## config.mk

```make
export PLATFORM = sky130hd
export DESIGN_NAME = switch_matrix_scanner_core
export DESIGN_NICKNAME = d
export VERILOG_FILES = /design/src/hw/rtl/sms_pkg.sv /design/src/hw/rtl/switch_matrix_scanner_core.sv /design/src/hw/rtl/sms_sequencer.sv /design/src/hw/rtl/sms_query.sv
export VERILOG_INCLUDE_DIRS = /design/src /design/src/hw/rtl
export SDC_FILE = /design/constraint.sdc
export NUM_CORES = 1
export LEC_CHECK = 0
export BUFFER_PORTS_ARGS = -buffer_cell sky130_fd_sc_hd__buf_2
export CAP_MARGIN = 20
export CELL_PAD_IN_SITES_DETAIL_PLACEMENT = 2
export CELL_PAD_IN_SITES_GLOBAL_PLACEMENT = 2
export CORE_UTILIZATION = 25
export CTS_CLUSTER_DIAMETER = 200
export DETAILED_ROUTE_END_ITERATION = 10
export GPL_ROUTABILITY_DRIVEN = 0
export PLACE_DENSITY = 0.53
export SLEW_MARGIN = 20
export SYNTH_ARGS = -nofsm -noshare
export SYNTH_HDL_FRONTEND = slang
export SYNTH_HIERARCHICAL = 1
export SYNTH_SLANG_ARGS = --single-unit
```

## constraint.sdc

```tcl
create_clock -name i_clk -period 14.68 [get_ports i_clk]
set_input_delay 2.202 -clock i_clk [delete_from_list [all_inputs] [get_ports i_clk]]
set_output_delay 2.202 -clock i_clk [all_outputs]
set_load 0.01 [all_outputs]
```

## src/hw/rtl/assert_macros.svh

```systemverilog
// Assertion helpers shared by the RTL. They compile to nothing when SYNTH is defined.
`ifndef ASSERT_MACROS_SVH
`define ASSERT_MACROS_SVH

`ifndef SYNTH

// The consequent must hold in the same cycle as the antecedent.
`define SMS_ASSERT_SAME(label, clk, rst_n, ante, cons) \
    label: assert property (@(posedge clk) disable iff (!rst_n) (ante) |-> (cons)) \
        else $error("same-cycle implication failed");

// The consequent must hold in the cycle after the antecedent.
`define SMS_ASSERT_NEXT(label, clk, rst_n, ante, cons) \
    label: assert property (@(posedge clk) disable iff (!rst_n) (ante) |=> (cons)) \
        else $error("next-cycle implication failed");

`else

`define SMS_ASSERT_SAME(label, clk, rst_n, ante, cons)
`define SMS_ASSERT_NEXT(label, clk, rst_n, ante, cons)

`endif

`endif

```

## src/hw/rtl/sms_pkg.sv

```systemverilog
`default_nettype none

package sms_pkg;

    localparam int COLUMNS    = 16;
    localparam int ROWS       = 4;
    localparam int ROW_PINS   = 4;
    localparam int SNAP_W     = 64;
    localparam int SNAP_IDX_W = $clog2(SNAP_W);
    localparam int QUERY_W    = 8;
    localparam int CNT_W      = $clog2(COLUMNS + 1);

    typedef logic [ROWS-1:0][COLUMNS-1:0] t_rows;

    typedef enum logic [4:0] {
        PH_CLEAR   = 5'b00001,
        PH_DRIVE   = 5'b00010,
        PH_RISE    = 5'b00100,
        PH_SAMPLE  = 5'b01000,
        PH_PUBLISH = 5'b10000
    } t_phase;

    typedef struct packed {
        logic [ROW_PINS-1:0] row_levels;
        logic [QUERY_W-1:0]  query_index;
    } t_in_item;

    typedef struct packed {
        logic              serial_data;
        logic              shift_clock;
        logic              latch_level;
        logic              snapshot_done;
        logic [SNAP_W-1:0] matrix_state;
        logic              queried_switch;
    } t_out_item;

    // Pin levels and the publish flag as they stand after one tick.
    typedef struct packed {
        logic data;
        logic clk;
        logic latch;
        logic done;
    } t_pins;

endpackage

`default_nettype wire

```

## src/hw/rtl/switch_matrix_scanner_core.sv

```systemverilog
// Registers: a tick item is held in the input register; its result is taken into the
// result register when that register is empty or being read, and is presented from there.
// Throughput: one item per cycle while the output is not stalled; the scan state is updated
// as an item moves from the input register to the result register, so ticks run back to back.
// Reset (synchronous, active low): scan restarts at the clear phase, snapshot is
// all released, data pin low, clock and latch pins high, both registers empty.
`default_nettype none
`include "assert_macros.svh"

module switch_matrix_scanner_core
    import sms_pkg::*;
(
    input  wire logic      i_clk,
    input  wire logic      i_rst_n,
    input  wire logic      i_valid,
    output logic           o_ready,
    input  wire t_in_item  i_item,
    output logic           o_valid,
    input  wire logic      i_ready,
    output t_out_item      o_result
);

    logic      r_s1_valid;
    t_in_item  r_s1_item;
    logic      r_out_valid;
    t_out_item r_out_item;
    logic      s1_adv;
    t_pins     pins;
    t_rows     published;
    t_out_item n_out_item;

    assign s1_adv  = r_s1_valid && (!r_out_valid || i_ready);
    assign o_ready = !r_s1_valid || s1_adv;

    sms_sequencer u_seq (
        .i_clk        (i_clk),
        .i_rst_n      (i_rst_n),
        .i_step       (s1_adv),
        .i_row_levels (r_s1_item.row_levels),
        .o_pins       (pins),
        .o_published  (published)
    );

    sms_query u_query (
        .i_rows         (published),
        .i_query_index  (r_s1_item.query_index),
        .o_matrix_state (n_out_item.matrix_state),
        .o_queried      (n_out_item.queried_switch)
    );

    assign n_out_item.serial_data   = pins.data;
    assign n_out_item.shift_clock   = pins.clk;
    assign n_out_item.latch_level   = pins.latch;
    assign n_out_item.snapshot_done = pins.done;

    always_ff @(posedge i_clk) begin
        if (!i_rst_n) begin
            r_s1_valid  <= 1'b0;
            r_out_valid <= 1'b0;
        end else begin
            if (o_ready) begin
                r_s1_valid <= i_valid;
            end
            if (s1_adv) begin
                r_out_valid <= 1'b1;
            end else if (i_ready) begin
                r_out_valid <= 1'b0;
            end
        end
    end

    always_ff @(posedge i_clk) begin
        if (o_ready && i_valid) begin
            r_s1_item <= i_item;
        end
        if (s1_adv) begin
            r_out_item <= n_out_item;
        end
    end

    assign o_valid  = r_out_valid;
    assign o_result = r_out_item;

    // A publishing tick comes after the clock and latch have both been raised.
    `SMS_ASSERT_SAME(a_done_pins, i_clk, i_rst_n, o_valid && o_result.snapshot_done, o_result.latch_level && o_result.shift_clock)
    // The clock pin is only low while the latch is held low for shifting.
    `SMS_ASSERT_SAME(a_clk_latch, i_clk, i_rst_n, o_valid && !o_result.shift_clock, !o_result.latch_level)
    // A pressed queried switch must show in the snapshot.
    `SMS_ASSERT_SAME(a_query_snap, i_clk, i_rst_n, o_valid && o_result.queried_switch, o_result.matrix_state != '0)
    // A held item in the input register is not dropped while the output stalls.
    `SMS_ASSERT_NEXT(a_s1_hold, i_clk, i_rst_n, r_s1_valid && !s1_adv, r_s1_valid)

endmodule

`default_nettype wire

```

## src/hw/rtl/sms_sequencer.sv

```systemverilog
`default_nettype none

module sms_sequencer
    import sms_pkg::*;
(
    input  wire logic                i_clk,
    input  wire logic                i_rst_n,
    input  wire logic                i_step,
    input  wire logic [ROW_PINS-1:0] i_row_levels,
    output t_pins                    o_pins,
    output t_rows                    o_published
);

    t_phase            r_phase,     n_phase;
    logic [CNT_W-1:0]  r_count,     n_count;
    t_rows             r_acc,       n_acc;
    t_rows             r_published, n_published;
    logic              r_data,      n_data;
    logic              r_clk_pin,   n_clk_pin;
    logic              r_latch,     n_latch;
    logic              n_done;
    logic [ROWS-1:0]   pressed;

    always_comb begin
        for (int r = 0; r < ROWS; r++) begin
            // Rows without a pin read as released.
            pressed[r] = (r < ROW_PINS) ? ~i_row_levels[r % ROW_PINS] : 1'b0;
        end
    end

    always_comb begin
        n_phase     = r_phase;
        n_count     = r_count;
        n_acc       = r_acc;
        n_published = r_published;
        n_data      = r_data;
        n_clk_pin   = r_clk_pin;
        n_latch     = r_latch;
        n_done      = 1'b0;
        unique case (r_phase)
            PH_CLEAR: begin
                n_acc   = '0;
                n_count = '0;
                n_phase = PH_DRIVE;
            end
            PH_DRIVE: begin
                n_latch   = 1'b0;
                n_data    = (r_count != '0);
                n_clk_pin = 1'b0;
                n_phase   = PH_RISE;
            end
            PH_RISE: begin
                n_clk_pin = 1'b1;
                n_phase   = PH_SAMPLE;
            end
            PH_SAMPLE: begin
                for (int r = 0; r < ROWS; r++) begin
                    n_acc[r][COLUMNS-1] = r_acc[r][COLUMNS-1] | pressed[r];
                end
                // The final sample after the last column stays unshifted.
                if (r_count != CNT_W'(COLUMNS)) begin
                    for (int r = 0; r < ROWS; r++) begin
                        n_acc[r] = n_acc[r] >> 1;
                    end
                    n_count = r_count + CNT_W'(1);
                    n_phase = PH_DRIVE;
                end else begin
                    n_phase = PH_PUBLISH;
                end
                n_latch = 1'b1;
            end
            PH_PUBLISH: begin
                n_published = r_acc;
                n_done      = 1'b1;
                n_phase     = PH_CLEAR;
            end
            default: begin
                n_phase = PH_CLEAR;
            end
        endcase
    end

    always_ff @(posedge i_clk) begin
        if (!i_rst_n) begin
            r_phase     <= PH_CLEAR;
            r_count     <= '0;
            r_acc       <= '0;
            r_published <= '0;
            r_data      <= 1'b0;
            r_clk_pin   <= 1'b1;
            r_latch     <= 1'b1;
        end else if (i_step) begin
            r_phase     <= n_phase;
            r_count     <= n_count;
            r_acc       <= n_acc;
            r_published <= n_published;
            r_data      <= n_data;
            r_clk_pin   <= n_clk_pin;
            r_latch     <= n_latch;
        end
    end

    assign o_pins.data  = n_data;
    assign o_pins.clk   = n_clk_pin;
    assign o_pins.latch = n_latch;
    assign o_pins.done  = n_done;
    assign o_published  = n_published;

endmodule

`default_nettype wire

```

## src/hw/rtl/sms_query.sv

```systemverilog
`default_nettype none

module sms_query
    import sms_pkg::*;
(
    input  wire t_rows              i_rows,
    input  wire logic [QUERY_W-1:0] i_query_index,
    output logic [SNAP_W-1:0]       o_matrix_state,
    output logic                    o_queried
);

    logic [SNAP_IDX_W-1:0] query_m1;
    logic                  query_hit;

    always_comb begin
        o_matrix_state = '0;
        for (int r = 0; r < ROWS; r++) begin
            for (int c = 0; c < COLUMNS; c++) begin
                if (r * COLUMNS + c < SNAP_W) begin
                    o_matrix_state[r * COLUMNS + c] = i_rows[r][c];
                end
            end
        end
    end

    // Switch numbers start at one; zero and anything past the snapshot report released.
    assign query_hit = (i_query_index != '0) && (i_query_index <= QUERY_W'(SNAP_W));
    assign query_m1  = SNAP_IDX_W'(i_query_index - QUERY_W'(1));
    assign o_queried = query_hit ? o_matrix_state[query_m1] : 1'b0;

endmodule

`default_nettype wire
```

; ---- Yosys cells after proc, flatten, opt, wreduce, memory -nomap -nowiden
; Index checks and enable logic that the tools add are counted.
[totals]
in_bits = 16
register_bits = 224
output_inout_bits = 71
elab_cells = 74
[op_classes]
magnitude_cmp = 2
addsub = 2
n_mux = 15
n_eq_ne = 7
bitwise = 8
n_reduce_logical = 13
[ops]
columns = op, n
row1 = $mux W64, 2
row2 = $pmux W64 S2, 1
row3 = $pmux W5 S4, 1
row4 = $mux W5, 2
row5 = $pmux W5 S2, 1
row6 = $le A8 B7 Y1 const B, 1
row7 = $reduce_bool A8 Y1, 1
row8 = $lt A6 B7 Y1 const B, 1
row9 = $bmux W1 S6, 1
row10 = $sub A6 B1 Y6 const B, 1
row11 = $add A5 B1 Y5 const B, 1
row12 = $eq A5 B1 Y1 const B, 1
row13 = $eq A5 B2 Y1 const B, 1
row14 = $eq A5 B3 Y1 const B, 1
row15 = $eq A5 B4 Y1 const B, 1
row16 = $eq A5 B5 Y1 const B, 1
row17 = $mux W1, 5
row18 = $ne A5 B5 Y1 const B, 1
row19 = $reduce_bool A5 Y1, 1
row20 = $not A1 Y1, 4
row21 = $or A1 B1 Y1, 4
row22 = $pmux W1 S2, 2
row23 = $reduce_bool A2 Y1, 2
row24 = $logic_and A1 B1 Y1, 3
row25 = 5 further kinds, 7

; ---- Longest topological paths before layout
[logic_depth]
depth_word = 5
depth_mapped = 11
mapped_depth_nobuf = 8

; ---- Hierarchy
; The synthesis kept the hierarchy.
[modules_own_cells]
columns = mod, cells_each, area_per_inst_um2, instances
row1 = sms_sequencer, 661, 6628.9, 1
row2 = switch_matrix_scanner_core, 90, 2536.2, 1
row3 = sms_query, 122, 1182.4, 1

; ---- Least setup slack after synthesis
; OpenSTA, ideal clock, no wires.
[synth_timing]
path_kind = input port to flip-flop
from = input port i_ready
to = register u_seq.r_count[3]
arrival_ns = 6.679
cell_stages = 7
setup_time_ns = 0.133
slack_ns = 7.869
path_cell_list = nor2b_4 > nor2b_1 > nor4b_4 > o211a_1 > buf_2 > buf_4 > o221ai_1
[synth_via]
elab_chain_len = 3
[synth_lines]
columns = item, line
row1 = start: declaration, switch_matrix_scanner_core.sv:19  ; input wire logic i_ready,
row2 = $logic_or A1 B1 Y1, switch_matrix_scanner_core.sv:32  ; assign s1_adv = r_s1_valid && (!r_out_valid || i_ready);
row3 = $logic_and A1 B1 Y1, switch_matrix_scanner_core.sv:32
row4 = named net s1_adv, switch_matrix_scanner_core.sv:27  ; logic s1_adv;
row5 = $reduce_and A3 Y1 (no line), -
row6 = end signal: assignment, sms_sequencer.sv:94  ; r_count <= n_count;
row7 = end: declaration, sms_sequencer.sv:15  ; logic [CNT_W-1:0] r_count, n_count;
; The timed path passes the listed nets, and every way through them passes these cells.
; A chain may end at the register's enable or synchronous reset.

; ---- Worst setup path in the final report
[layout_timing]
from = input port i_ready
to = output port o_ready
[layout_via]
elab_chain_len = 3
[layout_lines]
columns = item, line
row1 = $logic_or A1 B1 Y1, switch_matrix_scanner_core.sv:32
row2 = $logic_and A1 B1 Y1, switch_matrix_scanner_core.sv:32
row3 = $logic_or A1 B1 Y1, switch_matrix_scanner_core.sv:33  ; assign o_ready = !r_s1_valid || s1_adv;
row4 = end: declaration, switch_matrix_scanner_core.sv:16  ; output logic o_ready,
; No other way between the ends.

==> impl_metrics.csv <==
group,metric,value,unit
outcome,status,"complete, but fails checks",
outcome,violations,"DRC",
logic_synthesis,ys_seq_area_frac,0.512,
cells_and_area,nets,896,
logic_synthesis,yosysWarnings,6,
clock_network,cts_setup_buffers,0,
logic_synthesis,ys_seq_elements,224,
place,dpl-instance-area,10700,um2
timing,layout_min_cycle_time,4.82,ns
clock_network,cts_buffer_depth,3,
timing,finalHoldViolCount,0,
min_path,worstHoldStart,"u_seq/r_published[6]",
timing,final-max-slew-violation-count,0,
power,total_power,1400,uW
timing,max_freq,0.207,GHz
detailed_routing,drt_iter0_markers,220,
min_path,hold-path-endpoint,"u_seq/r_published[6]",
place,port_buffers,86,
clock_network,cts_buffers,29,
logic_synthesis,yosys.area.top_type,"dfxtp_1",
die,start_util,0.253,
critical_path,worstPathRequired,12.48,ns
die,io_pins,87,
cells_and_area,final_cell_area,11600,um2
detailed_routing,first_pass_iters,7,
critical_path,crit_path_start_kind,"input port",
clock_network,cts_tree,"built",
timing,fin_tns_setup,0,ns
detailed_routing,wl_per_cell,18.1,um
timing,period_share,0.328,
clock_network,clock-root-buffer,"clkbuf_16",
die,die_width,205,um
place,place_hpwl,16100,um
critical_path,cp_max_fo,2,
power,irDropWorstVdd,0.0617,mV
global_route,top_usage_layer,"met2",
logic_synthesis,syn-mean-instance-area,11.9,um2
clock_network,htree_num_levels,1,
global_route,grt_start_max_net_pins,95,
critical_path,crit_type,"input port to primary output",
logic_synthesis,netlist_instances,873,
timing,holdWs,0.457,ns
critical_path,rr_startpoint,"u_seq/r_phase[3]",
die,die_h,205,um
global_route,grt_pass1_wl,40200,um
critical_path,rrSetupSlack,10.93,ns
logic_synthesis,synth_nets,892,
logic_synthesis,ys_async_sr_fraction,0,
timing,clock_skew,0.0210,ns
die,coreArea,40800,um2
detailed_routing,totalWireLength,25900,um
global_route,grt_pass1_vias,6770,
cells_and_area,synthToLayoutAreaGrowth,11.7,%
critical_path,regToRegEndpoint,"o_result[0]",
global_route,grtUsageMet1,0.169,
logic_synthesis,synth_edf_count,81,
cells_and_area,diodes,0,
clock_network,postCtsHoldBufs,0,
timing,rsz0062_at_grt,"no",
logic_synthesis,ys_top_cells_by_area,"dfxtp_1 (28%), edfxtp_1 (24%), mux2i_1 (7.2%)",
critical_path,crit_arrival,2.62,ns
detailed_routing,routed_via_density,4.34,
timing,setup_viol,0,
logic_synthesis,ys_types,60,
timing,max_slew_margin,0.301,
logic_synthesis,ys.flop_type,"dfxtp_1",
detailed_routing,route.detailed.drc,2,
power,power.leakage,0.00412,uW
global_route,grt_util_all_layers,0.124,
global_route,antenna_found_initial,0,
critical_path,end_kind,"primary output",
min_path,holdPathStages,2,
clock_network,clock-sinks,224,
global_route,grt_overflow_total,0,
cells_and_area,layout_commonest_cell,"dfxtp_1",
place,dp.cells,1378,
power,powerDensity,121,nW/um2
cells_and_area,fin_cells,1432,
clock_network,cts.clk_slew.worst_paths,0.05,ns
critical_path,reg2reg_depth,9,
job,drv_cap,0,
detailed_routing,routed-via-count,6210,
global_route,grtUsageMet2,0.201,
global_route,grt_use_met3,0.0225,
clock_network,cts_repair_resize_count,0,
die,die_area,42200,um2
logic_synthesis,synth_area,10300,um2
cells_and_area,drive_above_1_share,0.319,
min_path,hp-class,"flop to flop",
detailed_routing,antenna_left,0,
die,num_rows,74,
timing,max_slew.worst_pin.slew,1.05,ns
clock_network,insertion_delay,0.56,ns
logic_synthesis,synth_top_area_frac,0.277,
cells_and_area,final_cell_mix,"dfxtp_1 (143), nand2_1 (142), buf_2 (85), edfxtp_1 (81), mux2i_1 (74)",
-- power by group --
group	switching [uW]	internal, uW
logic	43.9	21.0
clock network	277	392
registers	6.31	655
total	328	1070
-- cells in the mapped netlist (3+ instances only) --
cell type / instances
dfxtp_1: 143
nand2_1: 142
buf_4: 83
edfxtp_1: 81
mux2i_1: 74
inv_1: 72
mux2_2: 65
o22ai_2: 56
clkbuf_1: 19
buf_6: 14
mux4_2: 10
nor2_1: 10
buf_2: 6
mux4_1: 6
nand4_1: 6
nor2b_1: 6
o22ai_1: 6
nor3b_1: 5
a31oi_1: 4
o211ai_1: 4
o21a_1: 4
ha_1: 3
nand3_1: 3
nand3b_1: 3
o21ai_0: 3
o221ai_1: 3
xor2_1: 3
-- critical path, stage by stage --
cell	delay, ns
buf_2	0.12
nand3b_4	0.15
buf_2	0.15
-- worst max path at each step --
| stage | cells past startpoint | to | slack, ns | start |
|---|---|---|---|---|
| finish | 3 | o_ready | 9.86 | i_ready |
| detailed placement | 3 | o_ready | 9.85 | i_ready |
| global route | 3 | o_ready | 9.84 | i_ready |
| floorplan | 7 | u_seq/r_count[3] | 7.87 | i_ready |
| CTS | 3 | o_ready | 9.85 | i_ready |
| global placement | 3 | o_ready | 9.86 | i_ready |
-- logic make-up after synthesis --
group | share of synthesized area
flip-flops | 0.512
AND/OR/NAND/NOR | 0.0927
buffers and inverters | 0.112
multiplexers | 0.179
AO/OA/AOI/OAI | 0.0948
XOR/XNOR | 0.00605
adder cells (fa/ha/maj) | 0.00363
-- through the flow --
step	util	setup WS [ns]
after floorplan	-	7.87
after CTS	0.283	9.85
after global placement	0.261	9.86
after global routing	0.283	9.84
final	0.283	9.86
after detailed placement	0.261	9.85
-- flip-flops by register name, summed over array words and instances, names as in the netlist, 5 cells and up --
name and count:
u_seq/r_count 5, o_result 69, u_seq/r_published 64, u_seq/r_phase 5
u_seq/r_acc 64, r_s1_item 12
-- per-layer routing --
layer | part of all wire | up-vias
met5 | 0 | -
met4 | 0.017 | 0
met3 | 0.036 | 33
met2 | 0.46 | 84
met1 | 0.48 | 3102
li1 | - | 2991
-- layout make-up --
type | count | area, um2
sequential | 224 | 5300
multi-input combinational | 454 | 3930
inverter | 72 | 270
tap | 532 | 666
clock buffer | 42 | 835
timing repair buffer | 96 | 508
clock inverter | 12 | 63.8
fill | 4340 | 29300
(Power assumes the default switching activity.)
